[config.mk]
export PLATFORM = sky130hd
export DESIGN_NAME = positional_list_engine_unit
export DESIGN_NICKNAME = d
export VERILOG_FILES = /design/src/rtl/ple_pkg.sv /design/src/rtl/ple_ram.sv /design/src/rtl/ple_ctrl.sv /design/src/rtl/positional_list_engine_unit.sv
export SDC_FILE = /design/constraint.sdc
export NUM_CORES = 1
export LEC_CHECK = 0
export BUFFER_PORTS_ARGS = -buffer_cell sky130_fd_sc_hd__buf_2
export CAP_MARGIN = 5
export CORE_ASPECT_RATIO = 0.75
export CORE_MARGIN = 4
export CORE_UTILIZATION = 53
export CTS_BUF_LIST = sky130_fd_sc_hd__clkbuf_8
export CTS_CLUSTER_SIZE = 8
export DETAILED_ROUTE_END_ITERATION = 12
export PLACE_DENSITY_LB_ADDON = 0.12
export SLEW_MARGIN = 20
export SYNTH_ARGS = -nofsm -noshare
export SYNTH_HDL_FRONTEND = slang
export SYNTH_SLANG_ARGS = --single-unit
[constraint.sdc]
create_clock -name clk_i -period 5.3 [get_ports clk_i]
set_input_delay 0.53 -clock clk_i [delete_from_list [all_inputs] [get_ports clk_i]]
set_output_delay 0.53 -clock clk_i [all_outputs]
set_load 0.01 [all_outputs]
[src/rtl/ple_pkg.sv]
// Shared types and constants for the positional list engine.
// No dependencies; imported by ple_ctrl and the top level.
package ple_pkg;

  localparam int unsigned CAPACITY_DEF = 32;
  localparam int unsigned VALUE_W_DEF  = 32;

  localparam int unsigned ACT_W     = 2;
  localparam int unsigned POS_W     = 8;
  localparam int unsigned IN_VAL_W  = 32;
  localparam int unsigned STATUS_W  = 2;
  localparam int unsigned CNT_OUT_W = 6;
  localparam int unsigned ELEM_W    = 32;

  // position | value, rounded up to whole bytes (already 40)
  localparam int unsigned S_TDATA_W = ((POS_W + IN_VAL_W + 7) / 8) * 8;
  // status | element_count | element
  localparam int unsigned M_TDATA_W = ((STATUS_W + CNT_OUT_W + ELEM_W + 7) / 8) * 8;

  typedef enum logic [ACT_W-1:0] {
    ACT_INSERT = 2'd0,
    ACT_DELETE = 2'd1,
    ACT_READ   = 2'd2
  } action_e;

  typedef enum logic [STATUS_W-1:0] {
    STAT_OK      = 2'd0,
    STAT_BAD_POS = 2'd1,
    STAT_FULL    = 2'd2
  } status_e;

endpackage

[src/rtl/ple_ram.sv]
// Generic simple dual-port RAM: one write port, one read port, registered read.
// Standalone; no package dependency.
module ple_ram #(
  parameter int unsigned WIDTH = 32,
  parameter int unsigned DEPTH = 32,
  localparam int unsigned AW   = (DEPTH > 1) ? $clog2(DEPTH) : 1
) (
  input  logic             clk_i,
  input  logic             we_i,
  input  logic [AW-1:0]    waddr_i,
  input  logic [WIDTH-1:0] wdata_i,
  input  logic             re_i,
  input  logic [AW-1:0]    raddr_i,
  output logic [WIDTH-1:0] rdata_o
);

  logic [WIDTH-1:0] mem_q [DEPTH];
  logic [WIDTH-1:0] rdata_q;

  always_ff @(posedge clk_i) begin
    if (we_i) begin
      mem_q[waddr_i] <= wdata_i;
    end
    // read data holds while re_i is low
    if (re_i) begin
      rdata_q <= mem_q[raddr_i];
    end
  end

  assign rdata_o = rdata_q;

endmodule

[src/rtl/ple_ctrl.sv]
// Sequencer for the positional list engine: decodes operations, walks the
// element memory to shift entries or stream them out, and holds the output beat.
// Depends on ple_pkg; drives one ple_ram instance.
module ple_ctrl #(
  parameter int unsigned CAPACITY    = 32,
  parameter int unsigned VALUE_WIDTH = 32,
  localparam int unsigned ADDR_W     = (CAPACITY > 1) ? $clog2(CAPACITY) : 1,
  localparam int unsigned CNT_W      = $clog2(CAPACITY + 1)
) (
  input  logic                          clk_i,
  input  logic                          rst_ni,
  input  logic                          s_tvalid_i,
  output logic                          s_tready_o,
  input  logic [ple_pkg::S_TDATA_W-1:0] s_tdata_i,
  input  logic [ple_pkg::ACT_W-1:0]     s_tuser_i,
  output logic                          m_tvalid_o,
  input  logic                          m_tready_i,
  output logic [ple_pkg::M_TDATA_W-1:0] m_tdata_o,
  output logic                          m_tlast_o,
  output logic                          ram_we_o,
  output logic [ADDR_W-1:0]             ram_waddr_o,
  output logic [VALUE_WIDTH-1:0]        ram_wdata_o,
  output logic                          ram_re_o,
  output logic [ADDR_W-1:0]             ram_raddr_o,
  input  logic [VALUE_WIDTH-1:0]        ram_rdata_i
);

  import ple_pkg::*;

  localparam logic [1:0] S_IDLE = 2'd0;
  localparam logic [1:0] S_UP   = 2'd1;
  localparam logic [1:0] S_DN   = 2'd2;
  localparam logic [1:0] S_RD   = 2'd3;

  logic [1:0]             state_q, state_d;
  logic [CNT_W-1:0]       cnt_q, cnt_d;
  logic [ADDR_W-1:0]      idx_q, idx_d;
  logic [ADDR_W-1:0]      pos0_q, pos0_d;
  logic [ADDR_W-1:0]      wr_addr_q, wr_addr_d;
  logic [VALUE_WIDTH-1:0] val_q, val_d;
  logic                   wpend_q, wpend_d;
  logic                   rd_pend_q, rd_pend_d;
  logic                   rd_more_q, rd_more_d;
  logic                   rd_last_q, rd_last_d;

  logic                   out_valid_q, out_valid_d;
  logic [STATUS_W-1:0]    out_status_q, out_status_d;
  logic [CNT_W-1:0]       out_cnt_q, out_cnt_d;
  logic [ELEM_W-1:0]      out_elem_q, out_elem_d;
  logic                   out_last_q, out_last_d;

  logic                   out_free;
  logic                   load_out;
  logic [POS_W-1:0]       in_pos;
  logic [IN_VAL_W-1:0]    in_val;
  logic [POS_W:0]         pos_x;
  logic [POS_W:0]         cnt_x;
  logic [POS_W-1:0]       pos_m1;
  logic [CNT_W-1:0]       cnt_m1;
  logic                   is_full;
  logic [63+IN_VAL_W:0]   in_sx;
  logic [VALUE_WIDTH+ELEM_W-1:0] rd_sx;
  logic [CNT_W+CNT_OUT_W-1:0]    cnt_out_x;

  assign in_pos  = s_tdata_i[POS_W-1:0];
  assign in_val  = s_tdata_i[POS_W+IN_VAL_W-1:POS_W];
  assign pos_x   = {1'b0, in_pos};
  assign cnt_x   = (POS_W + 1)'(cnt_q);
  assign pos_m1  = in_pos - POS_W'(1);
  assign cnt_m1  = cnt_q - CNT_W'(1);
  assign is_full = (cnt_q == CNT_W'(CAPACITY));
  // value kept as its low VALUE_WIDTH bits, sign-extended
  assign in_sx   = {{64{in_val[IN_VAL_W-1]}}, in_val};
  assign rd_sx   = {{ELEM_W{ram_rdata_i[VALUE_WIDTH-1]}}, ram_rdata_i};
  assign out_free = !out_valid_q || m_tready_i;

  always_comb begin
    state_d      = state_q;
    cnt_d        = cnt_q;
    idx_d        = idx_q;
    pos0_d       = pos0_q;
    wr_addr_d    = wr_addr_q;
    val_d        = val_q;
    wpend_d      = wpend_q;
    rd_pend_d    = rd_pend_q;
    rd_more_d    = rd_more_q;
    rd_last_d    = rd_last_q;
    out_valid_d  = out_valid_q;
    out_status_d = out_status_q;
    out_cnt_d    = out_cnt_q;
    out_elem_d   = out_elem_q;
    out_last_d   = out_last_q;
    load_out     = 1'b0;
    s_tready_o   = 1'b0;
    ram_we_o     = 1'b0;
    ram_waddr_o  = wr_addr_q;
    ram_wdata_o  = ram_rdata_i;
    ram_re_o     = 1'b0;
    ram_raddr_o  = idx_q;

    if (out_valid_q && m_tready_i) begin
      out_valid_d = 1'b0;
    end

    unique case (state_q)
      S_IDLE: begin
        s_tready_o = out_free;
        if (s_tvalid_i && out_free) begin
          unique case (action_e'(s_tuser_i))
            ACT_INSERT: begin
              if (is_full) begin
                load_out     = 1'b1;
                out_status_d = STAT_FULL;
              end else if (in_pos == '0 || pos_x > cnt_x + (POS_W + 1)'(1)) begin
                load_out     = 1'b1;
                out_status_d = STAT_BAD_POS;
              end else begin
                pos0_d  = pos_m1[ADDR_W-1:0];
                idx_d   = cnt_q[ADDR_W-1:0];
                val_d   = in_sx[VALUE_WIDTH-1:0];
                wpend_d = 1'b0;
                state_d = S_UP;
              end
            end
            ACT_DELETE: begin
              if (in_pos == '0 || pos_x > cnt_x) begin
                load_out     = 1'b1;
                out_status_d = STAT_BAD_POS;
              end else begin
                idx_d   = pos_m1[ADDR_W-1:0];
                wpend_d = 1'b0;
                state_d = S_DN;
              end
            end
            ACT_READ: begin
              if (cnt_q == '0) begin
                load_out     = 1'b1;
                out_status_d = STAT_OK;
              end else begin
                idx_d     = '0;
                rd_more_d = 1'b1;
                rd_pend_d = 1'b0;
                state_d   = S_RD;
              end
            end
            default: ;
          endcase
          out_elem_d = '0;
          out_last_d = 1'b1;
        end
      end

      // insert: move entries up from the tail, read idx-1 then write idx
      S_UP: begin
        if (wpend_q) begin
          ram_we_o = 1'b1;
          wpend_d  = 1'b0;
        end
        if (idx_q != pos0_q) begin
          ram_re_o    = 1'b1;
          ram_raddr_o = idx_q - ADDR_W'(1);
          wr_addr_d   = idx_q;
          idx_d       = idx_q - ADDR_W'(1);
          wpend_d     = 1'b1;
        end else if (!wpend_q && out_free) begin
          ram_we_o     = 1'b1;
          ram_waddr_o  = pos0_q;
          ram_wdata_o  = val_q;
          cnt_d        = cnt_q + CNT_W'(1);
          load_out     = 1'b1;
          out_status_d = STAT_OK;
          out_elem_d   = '0;
          out_last_d   = 1'b1;
          state_d      = S_IDLE;
        end
      end

      // delete: move entries down toward the hole, read idx+1 then write idx
      S_DN: begin
        if (wpend_q) begin
          ram_we_o = 1'b1;
          wpend_d  = 1'b0;
        end
        if (CNT_W'(idx_q) != cnt_m1) begin
          ram_re_o    = 1'b1;
          ram_raddr_o = idx_q + ADDR_W'(1);
          wr_addr_d   = idx_q;
          idx_d       = idx_q + ADDR_W'(1);
          wpend_d     = 1'b1;
        end else if (!wpend_q && out_free) begin
          cnt_d        = cnt_m1;
          load_out     = 1'b1;
          out_status_d = STAT_OK;
          out_elem_d   = '0;
          out_last_d   = 1'b1;
          state_d      = S_IDLE;
        end
      end

      // stream: one read in flight; the next read is issued once the previous beat is loaded
      S_RD: begin
        if (rd_pend_q && out_free) begin
          load_out     = 1'b1;
          out_status_d = STAT_OK;
          out_elem_d   = rd_sx[ELEM_W-1:0];
          out_last_d   = rd_last_q;
          rd_pend_d    = 1'b0;
        end
        if (rd_more_q && (!rd_pend_q || out_free)) begin
          ram_re_o    = 1'b1;
          ram_raddr_o = idx_q;
          rd_pend_d   = 1'b1;
          rd_last_d   = (CNT_W'(idx_q) == cnt_m1);
          if (CNT_W'(idx_q) == cnt_m1) begin
            rd_more_d = 1'b0;
          end else begin
            idx_d = idx_q + ADDR_W'(1);
          end
        end
        if (!rd_more_q && !rd_pend_q) begin
          state_d = S_IDLE;
        end
      end

      default: state_d = S_IDLE;
    endcase

    if (load_out) begin
      out_valid_d = 1'b1;
      out_cnt_d   = cnt_d;
    end
  end

  always_ff @(posedge clk_i or negedge rst_ni) begin
    if (!rst_ni) begin
      state_q     <= S_IDLE;
      cnt_q       <= '0;
      wpend_q     <= 1'b0;
      rd_pend_q   <= 1'b0;
      rd_more_q   <= 1'b0;
      out_valid_q <= 1'b0;
    end else begin
      state_q     <= state_d;
      cnt_q       <= cnt_d;
      wpend_q     <= wpend_d;
      rd_pend_q   <= rd_pend_d;
      rd_more_q   <= rd_more_d;
      out_valid_q <= out_valid_d;
    end
  end

  always_ff @(posedge clk_i) begin
    idx_q        <= idx_d;
    pos0_q       <= pos0_d;
    wr_addr_q    <= wr_addr_d;
    val_q        <= val_d;
    rd_last_q    <= rd_last_d;
    out_status_q <= out_status_d;
    out_cnt_q    <= out_cnt_d;
    out_elem_q   <= out_elem_d;
    out_last_q   <= out_last_d;
  end

  // count field is 6 bits wide whatever the capacity
  assign cnt_out_x  = {{CNT_OUT_W{1'b0}}, out_cnt_q};
  assign m_tvalid_o = out_valid_q;
  assign m_tlast_o  = out_last_q;
  assign m_tdata_o  = {out_elem_q, cnt_out_x[CNT_OUT_W-1:0], out_status_q};

endmodule

[src/rtl/positional_list_engine_unit.sv]
// Positional list engine: an ordered list of signed values kept in one
// simple dual-port RAM. Insert at position p into a list of c elements
// shifts c-p+1 entries, one per cycle through the RAM (read one entry, write
// it back one place over), then writes the new value and returns to idle.
// Delete shifts c-p entries and then returns to idle. A read issues one RAM
// read per cycle while the output register takes its beats, with one read in
// flight, and returns to idle once its last beat is loaded. An empty read,
// a full store or a bad position answers in one beat with no memory work.
// Output stalls can hold up all of these. The next item is taken only while
// the engine is in idle and the output register is empty or being emptied
// in that cycle. The RAM needs no clearing after reset: only entries below
// the count are ever read. Depends on ple_pkg, ple_ram and ple_ctrl.
module positional_list_engine_unit #(
  parameter int unsigned CAPACITY    = ple_pkg::CAPACITY_DEF,
  parameter int unsigned VALUE_WIDTH = ple_pkg::VALUE_W_DEF
) (
  input  logic                          clk_i,
  input  logic                          rst_ni,
  input  logic                          s_axis_tvalid_i,
  output logic                          s_axis_tready_o,
  input  logic [ple_pkg::S_TDATA_W-1:0] s_axis_tdata_i,  // position[7:0], value[39:8]
  input  logic [ple_pkg::ACT_W-1:0]     s_axis_tuser_i,  // action[1:0]
  output logic                          m_axis_tvalid_o,
  input  logic                          m_axis_tready_i,
  output logic [ple_pkg::M_TDATA_W-1:0] m_axis_tdata_o,  // status[1:0], element_count[7:2],
                                                         // element[39:8]
  output logic                          m_axis_tlast_o
);

  import ple_pkg::*;

  localparam int unsigned ADDR_W = (CAPACITY > 1) ? $clog2(CAPACITY) : 1;

  logic                   ram_we;
  logic [ADDR_W-1:0]      ram_waddr;
  logic [VALUE_WIDTH-1:0] ram_wdata;
  logic                   ram_re;
  logic [ADDR_W-1:0]      ram_raddr;
  logic [VALUE_WIDTH-1:0] ram_rdata;

  ple_ctrl #(
    .CAPACITY    (CAPACITY),
    .VALUE_WIDTH (VALUE_WIDTH)
  ) u_ctrl (
    .clk_i       (clk_i),
    .rst_ni      (rst_ni),
    .s_tvalid_i  (s_axis_tvalid_i),
    .s_tready_o  (s_axis_tready_o),
    .s_tdata_i   (s_axis_tdata_i),
    .s_tuser_i   (s_axis_tuser_i),
    .m_tvalid_o  (m_axis_tvalid_o),
    .m_tready_i  (m_axis_tready_i),
    .m_tdata_o   (m_axis_tdata_o),
    .m_tlast_o   (m_axis_tlast_o),
    .ram_we_o    (ram_we),
    .ram_waddr_o (ram_waddr),
    .ram_wdata_o (ram_wdata),
    .ram_re_o    (ram_re),
    .ram_raddr_o (ram_raddr),
    .ram_rdata_i (ram_rdata)
  );

  ple_ram #(
    .WIDTH (VALUE_WIDTH),
    .DEPTH (CAPACITY)
  ) u_store (
    .clk_i   (clk_i),
    .we_i    (ram_we),
    .waddr_i (ram_waddr),
    .wdata_i (ram_wdata),
    .re_i    (ram_re),
    .raddr_i (ram_raddr),
    .rdata_o (ram_rdata)
  );

endmodule

---- Yosys cells after proc, flatten, opt, wreduce, memory -nomap -nowiden ----
Memory sizes are Yosys's and may differ from the RTL's. A register that Yosys moved wholly into a read port is not among the register bits.
Index checks and enable logic that the tools add are counted.
W data, S select, Z words.
operators by class
  $add $sub $neg .......................... 6
  $lt $le $gt $ge ......................... 2
  equal/unequal tests ..................... 31
  mux-type cells .......................... 102
  bitwise operators ....................... 2
  reductions and logical operators ........ 32
operator list
  kind                   count
  $mux W32               8
  $pmux W32 S4           1
  $mux W5                14
  $mux W1                39
  $mux W2                18
  $mux W6                4
  $pmux W5 S2            2
  $pmux W5 S4            1
  $pmux W2 S4            2
  $reduce_and A8 Y1      2
  $ne A3 B3 Y1 const B   5
  $pmux W5 S3            1
  $ne A2 B1 Y1 const B   7
  $pmux W2 S3            2
  $pmux W6 S2            1
  $reduce_and A6 Y1      2
  $ne A2 B2 Y1 const B   5
  $reduce_and A5 Y1      2
  $sub A5 B1 Y5 const B  2
  $pmux W1 S3            3
  $reduce_and A9 Y1      1
  $gt A8 B6 Y1           1
  $gt A8 B7 Y1           1
  $logic_not A8 Y1       1
  other kinds (27)       50
storage, ports and cells
  register bits after elaboration ......... 101
  memory bits (writable) .................. 1,024
  output and inout bits ................... 43
  logic and storage cells ................. 191
  memories kept ........................... 1
memory list
  memory         words  bits a word  rd ports  clocked after memory_dff  write ports  RTL line       RTL
  u_store.mem_q  32     32           1         1                         1            ple_ram.sv:17  logic [WIDTH-1:0] mem_q [DEPTH];

---- Longest topological paths before layout ----
Gate-level depths: netlist of the first run.
  depth in word-level cells ............... 9
  depth in mapped cells ................... 16
  gate-level depth less buffers ........... 13

---- By module ----
A second synthesis of the first run with hierarchy kept.
unflattened totals
  cell total of the unflattened synthesis .. 2,757
  area, all modules ....................... 46,515.9 sq um
by module, submodules not included
  module    instances  cells each  area an instance (sq um)  sequential area each (sq um)
  ple_ram   1          2,260       40,812.9                  31,710.4
  ple_ctrl  1          497         5,703.0                   2,972.9

---- Worst setup path before layout of the first run ----
OpenSTA, ideal clock, no wires.
  path type ............................... reg-to-reg
  start point ............................. register u_ctrl.cnt_q[3]
  end point ............................... register u_ctrl.pos0_q[0], enable pin
  arrival ................................. 3.994 ns
  required time ........................... 4.864 ns
  slack ................................... 0.871 ns
  cell stages (with the launch flop) ...... 11
  buffers on the path ..................... 1
  period minus slack after synthesis ...... 4.429 ns
  path through ............................ dfrtp_1 clkbuf_1 nand3_1 nor3_1 xnor2_1 ha_1 and4_1 nand4_1 a2111o_1 nor3b_1 nor2b_1
between the ends
  longest elaborated chain between the ends .. 5
  elaborated cells on any way between the ends .. 7
  classes of those cells .................. add/sub (1); order compare (1); eq/ne (1); bitwise (2); reduce/logical (2)
ends and longest elaborated chain
  what                           RTL line         RTL
  start: declaration             ple_ctrl.sv:36   logic [CNT_W-1:0] cnt_q, cnt_d;
  start signal: assignment       ple_ctrl.sv:244  cnt_q <= cnt_d;
  $add A6 B1 Y7                  ple_ctrl.sv:114  end else if (in_pos == '0 || pos_x > cnt_x + (POS_W + 1)'(1)) begin
  $gt A8 B7 Y1                   ple_ctrl.sv:114
  $logic_or A1 B1 Y1             ple_ctrl.sv:114
  $not A1 Y1 (no line)           -
  $reduce_and A5 Y1 (no line) *  -
  end signal: assignment         ple_ctrl.sv:254  pos0_q <= pos0_d;
  end: declaration               ple_ctrl.sv:38   logic [ADDR_W-1:0] pos0_q, pos0_d;
Mark *: on every way between the ends. The rest lies on a longest branch, timed or not.
A chain may end at the register's enable or synchronous reset.

---- Worst setup path after layout of the first run ----
  start point ............................. register u_ctrl.cnt_q[0]
  end point ............................... register u_store.rdata_q[15], in the netlist u_store.rdata_o[15] (read register of u_store.mem_q), data pin
between the ends
  longest elaborated chain between the ends .. 4
  elaborated cells on any way between the ends .. 6
  classes of those cells .................. add/sub (1); eq/ne (1); mux (4)
ends and longest elaborated chain
  what                                        RTL line         RTL
  $sub A6 B1 Y6 *                             ple_ctrl.sv:70   assign cnt_m1 = cnt_q - CNT_W'(1);
  $ne A5 B6 Y1 *                              ple_ctrl.sv:184  if (CNT_W'(idx_q) != cnt_m1) begin
  $mux W1 or $mux W5 (tied branches)          -
  $pmux W1 S3 or $pmux W5 S2 (tied branches)  ple_ctrl.sv:105  unique case (state_q)
  end: declaration                            ple_ram.sv:18    logic [WIDTH-1:0] rdata_q;
Marks and branches as above.

==> out/results.tsv, run 1 <==
stage	metric	value	unit
clocking	cts.htree.levels	4	
routing	via_per_inst	6.23	
setup_path	worstPathCellList	inv_1 > ha_1 > xnor2_1 > a211oi_1 > nand4_2 > or2_1 > a221oi_2 > buf_4 > nor3_1 > and2_2 > buf_4 > a22oi_1 > nand4_1	
synthesis	netlist_instances	2866	
global_routing	grt_pass1_vias	26000	
clocking	cts_tree	built	
cells_and_area	area_growth	12.4	%
power	p_int	20.1	mW
sta	fin_hold_ws	0.126	ns
sta	slew_viol_final	0	
synthesis	synth_top_cells_by_area	edfxtp_1 74%, mux2i_1 7.1%, nand2_1 3.3%	
cells_and_area	final_common_cell	edfxtp_1	
power	sw_frac_of_total	39.0	%
floorplan	design.die.area	0.0925	mm^2
min_path	hp-class	in -> reg	
routing	dr.first_iter.drc_count	3194	
setup_path	slowest_delay	0.53	ns
synthesis	async_flop_share	1.04	%
power	switchingPower	12.9	mW
setup_path	worstRegToRegCells	13	
routing	detail_route.drc_violations	0	
setup_path	cp.depth	13	
synthesis	synth.area.mux_share	10.2	%
sta	tightestPinTransition	1.12	ns
synthesis	synth_compound_area_share	4.45	%
setup_path	cp_num_buf_inv	3	
setup_path	cpMostUsedCell	buf_4	
synthesis	syn_avg_cell_area	16.2	um^2
floorplan	rows	93	
synthesis	dominantRegCellSynth	edfxtp_1	
global_routing	track_usage	26.9	%
synthesis	yosys.area.top_type_share	74.1	%
floorplan	ioPinCount	89	
sta	relSlewSlack	25.1	%
floorplan	core	0.0863	mm^2
sta	final-setup-viol-count	0	
synthesis	syn_area	0.0464	mm^2
sta	rsz0062_at_grt	false	
cells_and_area	fin_util	60.5	%
sta	max_freq	0.217	GHz
setup_path	r2r_start	u_ctrl.cnt_q[0]	
power	power_density	631	mW/mm^2
routing	drt-total-wl	125	mm
clocking	clk-insertion-delay-late	0.83	ns
sta	hold_viol	0	
sta	fin_crit_sh	87.1	%
synthesis	synth_simple_gate_area_share	7.66	%
setup_path	crit_path_max_fanout	19	
cells_and_area	finalInstanceArea	0.0522	mm^2
cells_and_area	drive_above_1_share	16.2	%
clocking	cts_sinks	1157	
power	leakagePower	18.0	nW
synthesis	synth_top_family_by_area	multiplexers	
place	gp_congestion	0.881	
place	portBuffers	88	
synthesis	yosysWarnings	0	
place	place_area	0.0490	mm^2
sta	min_period	4.62	ns
floorplan	die_h	264	um
setup_path	endpoint	u_store.rdata_o[15]	
setup_path	start_kind	flop	
cells_and_area	most-common-layout-cells	1145 x edfxtp_1, 397 x nand2_1, 330 x mux2i_1	
setup_path	cp.arrival	5.16	ns
clocking	cts_resized	0	
floorplan	start_util	53.8	%
clocking	cts_buffers	175	
power	peakVddDrop	0.533	mV
global_routing	antenna_found_initial	3	
place	dpl.hpwl	71.1	mm
synthesis	ys_types	67	
floorplan	die_w	350	um
power	p_seq_share	37.9	%
synthesis	synth_seq_cells	1157	
setup_path	r2r_slack	0.68	ns
flow_run	drv_cap	0	
sta	clock_skew	0.0376	ns
setup_path	critical_path_class	reg -> reg	
global_routing	overflow	0	
setup_path	crit_slowest_cell	dfrtp_1	
power	comb_power_share	42.7	%
routing	post_drt_wl_per_cell	28.9	um
synthesis	yosysTopAreaCell	edfxtp_1	
global_routing	grt_max_degree	103	
sta	setup_tns	0	ns
routing	via_count	26900	
setup_path	cp-end-kind	flop	
clocking	clk_root_buffer_cell	clkbuf_8	
synthesis	synth_nets	2938	
clocking	path_clk_slew	0.07	ns
cells_and_area	layout.nets	3166	
synthesis	synth_edf_count	1145	
clocking	clk_path_buf_depth	3	
power	power	33.0	mW
routing	ant_nets	0	
synthesis	synthXorXnorAreaFrac	0.375	%
routing	dr.pass1.iters	5	
synthesis	seq_area_frac_synth	74.7	%
setup_path	cp_top_family	simple AND/OR/NAND/NOR gates	
setup_path	cp_data_required_time	5.84	ns
synthesis	synth-adder-area-share	0.701	%
global_routing	grt_first_pass_wirelength	180	mm
power	p_clk_share	19.4	%
setup_path	crit-reg2reg-capture	u_store.rdata_o[15]	
setup_path	startpoint	u_ctrl.cnt_q[0]	
run_status	status	finished, final reports clean	
[layer usage]
layer	part of all wire, %	global-route usage (%)
met4	2.2	7.32
met1	44	40.8
met5	0.018	0
met3	9.4	5.59
met2	45	40.1
[final cells by class]
type                       instances  area [um^2]
sequential                      1157        34700
timing repair buffer             214         1830
tap                             1140         1430
clock inverter                    89          425
inverter                          28          105
multi-input combinational       1518        11300
antenna                            1         2.50
clock buffer                     179         2460
fill                            6318        34100
[stage by stage]
| step | cells | setup WS [ns] |
|---|---|---|
| final | 4326 | 0.684 |
| after global routing | 4325 | 0.423 |
| after CTS | 4325 | 0.766 |
| after detailed placement | 4024 | 0.797 |
| after global placement | 4024 | 0.918 |
| after floorplan | 2866 | 0.871 |
[worst register-to-register path, stage by stage (launching register included)]
cell and delay [ns]:
dfrtp_1 0.53, inv_1 0.16, ha_1 0.40, xnor2_1 0.15
a211oi_1 0.29, nand4_2 0.25, or2_1 0.51, a221oi_2 0.39
buf_4 0.22, nor3_1 0.08, and2_2 0.52, buf_4 0.39
a22oi_1 0.29, nand4_1 0.13
[cells by family after synthesis]
| logic type | after synthesis |
|---|---|
| DFF | 1157 |
| and+or+nand+nor | 813 |
| AOI/OAI and AO/OA | 265 |
| xor gates and xnor gates | 19 |
| buffers and inverters | 191 |
| adders and majority gates | 26 |
| muxes | 395 |
[state kept, by name (all words and copies together) (netlist names), 2 cells and up]
name	cells
u_ctrl.pos0_q	5
u_ctrl.cnt_q	6
u_ctrl.state_q	2
u_store.mem_q	1024
u_ctrl.idx_q	5
u_store.rdata_o	32
u_ctrl.wr_addr_q	5
u_ctrl.val_q	32
u_ctrl.out_status_q	2
u_ctrl.out_cnt_q	6
u_ctrl.out_elem_q	32
[how the worst min path moves through the flow]
stage,endpoint,cells after the start,from,slack [ns]
finish,u_ctrl.pos0_q[0],2,s_axis_tdata_i[0],0.13
detailed placement,u_ctrl.cnt_q[2],1,rst_ni,0.45
CTS,u_ctrl.cnt_q[1],2,rst_ni,0.06
global placement,u_ctrl.cnt_q[2],1,rst_ni,0.44
global route,u_ctrl.pos0_q[0],2,s_axis_tdata_i[0],0.11
floorplan,u_ctrl.cnt_q[0],0,rst_ni,0.23
[cells in the mapped netlist, types with 6 or more instances]
cell type,instances
nor2_1,152
nand4_1,36
buf_2,47
edfxtp_1,1145
a21oi_1,19
o21ai_0,22
o2111ai_1,33
inv_1,26
nor3b_1,6
clkbuf_1,92
mux4_2,64
nor3_1,15
a32oi_1,65
xnor2_1,13
nand2_1,406
buf_4,16
nand3_1,116
nor2b_1,10
nand2b_1,10
a22oi_1,66
mux2i_1,330
ha_1,26
nor4_1,6
and2_1,39
dfrtp_1,12
[timing repair]
action / 4_1_cts / 5_1_grt
buffers inserted: 0 / 0
endpoints found under the hold margin: 44 / 0
hold buffers: 33 / 0
[power groups by stage]
stage          clock network (mW)  registers [mW]  logic [mW]
2_1_floorplan                   0            12.5        9.32
3_3_place_gp                    0            12.7        13.6
3_5_place_dp                    0            12.7        13.9
4_1_cts                      6.53            12.5        14.0
5_1_grt                      6.98            12.5        15.0
6_report                     6.41            12.5        14.1
Note: power is estimated with default switching activity, not from simulation.
==> inputs of run 2 (changes only) <==
PLACE_DENSITY = 0.75   (was unset)
PLACE_DENSITY_LB_ADDON = unset   (was 0.12)
REMOVE_ABC_BUFFERS = 1   (was unset)
==> run 2 against run 1 <==
Net effect:
- first-iteration DRC count rose by 10%
- wire length fell by 4.1%
- combinational power about the same
- clock-buffer cell count grew 1
- highest routed layer is now met4
- die area is the same
- via count increased by 0.94%
- non-clock buffer count increased by 24
==> out/results.tsv, run 2 (synthesis results as in run 1) <==
stage	metric	value	unit	change
run_status	status	finished, final reports clean		
clocking	clk-insertion-delay-late	0.83	ns	about the same
sta	tightestPinTransition	1.06	ns	-0.0567 ns
cells_and_area	drive_above_1_share	16.5	%	+0.32 points
place	dpl.hpwl	69.7	mm	-2.0%
routing	drt-total-wl	120	mm	-4.1%
cells_and_area	multiInputGateArea	0.0112	mm^2	-0.28%
sta	max_freq	0.210	GHz	-2.9%
cells_and_area	final_common_cell	edfxtp_1		
floorplan	design.die.area	0.0925	mm^2	unchanged
floorplan	ioPinCount	89		unchanged
cells_and_area	num-fill-cells	6209		-1.7%
clocking	cts.htree.levels	4		unchanged
power	power_density	630	mW/mm^2	-0.17%
sta	clock_skew	0.0423	ns	+0.00461 ns
global_routing	grt_pass1_vias	26800		+3.3%
power	leakagePower	18.1	nW	+0.49%
power	comb_power_share	42.8	%	about the same
sta	fin_crit_sh	89.7	%	+2.6 points
cells_and_area	seqCellArea	0.0347	mm^2	unchanged
routing	via_count	27200		+0.94%
routing	dr.first_iter.drc_count	3518		+10%
cells_and_area	finalInstanceArea	0.0522	mm^2	about the same
floorplan	die_w	350	um	unchanged
min_path	hp-class	in -> async		
global_routing	antenna_found_initial	0		-3
setup_path	critical_path_class	reg -> reg		
sta	hold_viol	0		unchanged
power	sw_frac_of_total	38.8	%	-0.27 points
clocking	clk_path_buf_depth	3		unchanged
routing	wl_met2	52.0	mm	-6.9%
power	switchingPower	12.8	mW	-0.79%
setup_path	cp_data_required_time	5.79	ns	-0.05 ns
place	dpl.cell_count	4048		+0.60%
floorplan	rows	93		unchanged
routing	wl_met1	48.6	mm	-11%
clocking	path_clk_slew	0.06	ns	about the same
sta	min_period	4.76	ns	+0.140 ns
setup_path	cp-end-kind	flop		
clocking	cts_sinks	1157		unchanged
setup_path	start_kind	flop		
power	p_seq_share	37.9	%	about the same
sta	relSlewSlack	28.9	%	+3.8 points
sta	fin_hold_ws	0.161	ns	+0.0351 ns
routing	top_layer	met4		
clocking	cts_buffers	175		unchanged
clocking	holdBufCountCts	33		unchanged
power	p_int	20.2	mW	+0.35%
routing	ant_nets	0		unchanged
routing	via_per_inst	6.26		+0.57%
floorplan	die_h	264	um	unchanged
power	peakVddDrop	0.521	mV	-2.4%
clocking	cts_tree	built		
cells_and_area	regMostFlops	u_store.mem_q		
cells_and_area	layout.nets	3190		+0.76%
sta	final-setup-viol-count	0		unchanged
routing	dr.pass1.iters	5		unchanged
routing	wl_met3	15.6	mm	+34%
cells_and_area	fin_util	60.5	%	about the same
floorplan	start_util	53.8	%	unchanged
cells_and_area	most-common-layout-cells	1145 x edfxtp_1, 403 x nand2_1, 330 x mux2i_1		
setup_path	cp.arrival	5.24	ns	+0.08 ns
cells_and_area	area_growth	12.5	%	about the same
cells_and_area	n_antenna_cell	0		-1
flow_run	drv_cap	0		unchanged
floorplan	core	0.0863	mm^2	unchanged
global_routing	track_usage	26.0	%	-0.95 points
routing	post_drt_wl_per_cell	27.6	um	-4.5%
place	portBuffers	88		unchanged
sta	slew_viol_final	0		unchanged
cells_and_area	largest_reg_flops	1024		unchanged
routing	detail_route.drc_violations	0		unchanged
setup_path	crit_path_max_fanout	18		-1
power	p_clk_share	19.3	%	about the same
clocking	cts_setup_buffers	0		unchanged
sta	rsz0062_at_grt	false		
clocking	clk_root_buffer_cell	clkbuf_8		
cells_and_area	instances_no_fill	4342		+0.37%
clocking	cts_resized	0		unchanged
global_routing	grt_first_pass_wirelength	176	mm	-2.5%
place	place_area	0.0491	mm^2	+0.19%
global_routing	overflow	0		unchanged
setup_path	worstRegToRegCells	11		-2
global_routing	grt_max_degree	82		-20%
place	gp_congestion	0.846		-4.0%
==> run 2: critical path, stage by stage, from the launching register on <==
cell      delay (ns)
dfrtp_1         0.53
inv_1           0.16
ha_1            0.38
xnor2_1         0.15
a211oi_1        0.37
nand4_2         0.26
or2_1           0.52
a22oi_1         0.53
inv_1           0.14
a221oi_1        0.38
and2_2          0.72
buf_12          0.28
==> run 2: metal layers <==
| metal | track usage, % | up-vias |
|---|---|---|
| met1 | 38.0 | 13600 |
| met3 | 7.94 | 244 |
| met4 | 9.31 | 0 |
| met5 | 0 | - |
| met2 | 37.2 | 1724 |
| li1 | - | 11600 |
==> run 2: power by group through the flow <==
stage	logic [mW]	clock network, mW	registers [mW]
5_1_grt	15.0	6.88	12.5
3_3_place_gp	13.5	0	12.6
4_1_cts	13.9	6.46	12.5
6_report	14.1	6.36	12.5
3_5_place_dp	13.9	0	12.6
2_1_floorplan	6.83	0	12.5
==> run 2: cell type report <==
class                      count  area share, %
timing repair buffer         238           3.71
multi-input combinational   1518           21.5
inverter                      28          0.201
tap                         1140           2.73
clock inverter                81          0.728
sequential                  1157           66.4
clock buffer                 180           4.74
==> run 2: path summary, 6_finish.rpt <==
kind | from | endpoint | slack (ns)
worst min register to register | u_ctrl.rd_last_q | u_ctrl.m_tlast_o | 0.56
min in group clk_i | m_axis_tready_i | u_ctrl.m_tvalid_o | 0.19
worst min-delay path | rst_ni | u_ctrl.state_q[0] | 0.16
worst max register to register | u_ctrl.cnt_q[0] | u_ctrl.out_elem_q[0] | 0.54
max in group asynchronous | rst_ni | u_ctrl.m_tvalid_o | 4.88
worst max-delay path | u_ctrl.cnt_q[0] | u_ctrl.out_elem_q[0] | 0.54
==> run 2: metrics by stage <==
step                setup TNS, ns  setup WS (ns)  power [mW]
global route                    0          0.218        34.4
detailed placement              0          0.612        26.5
finish                          0          0.544        32.9
CTS                             0          0.545        32.9
floorplan                -1248.60         -39.32        19.3
global placement                0          0.892        26.1
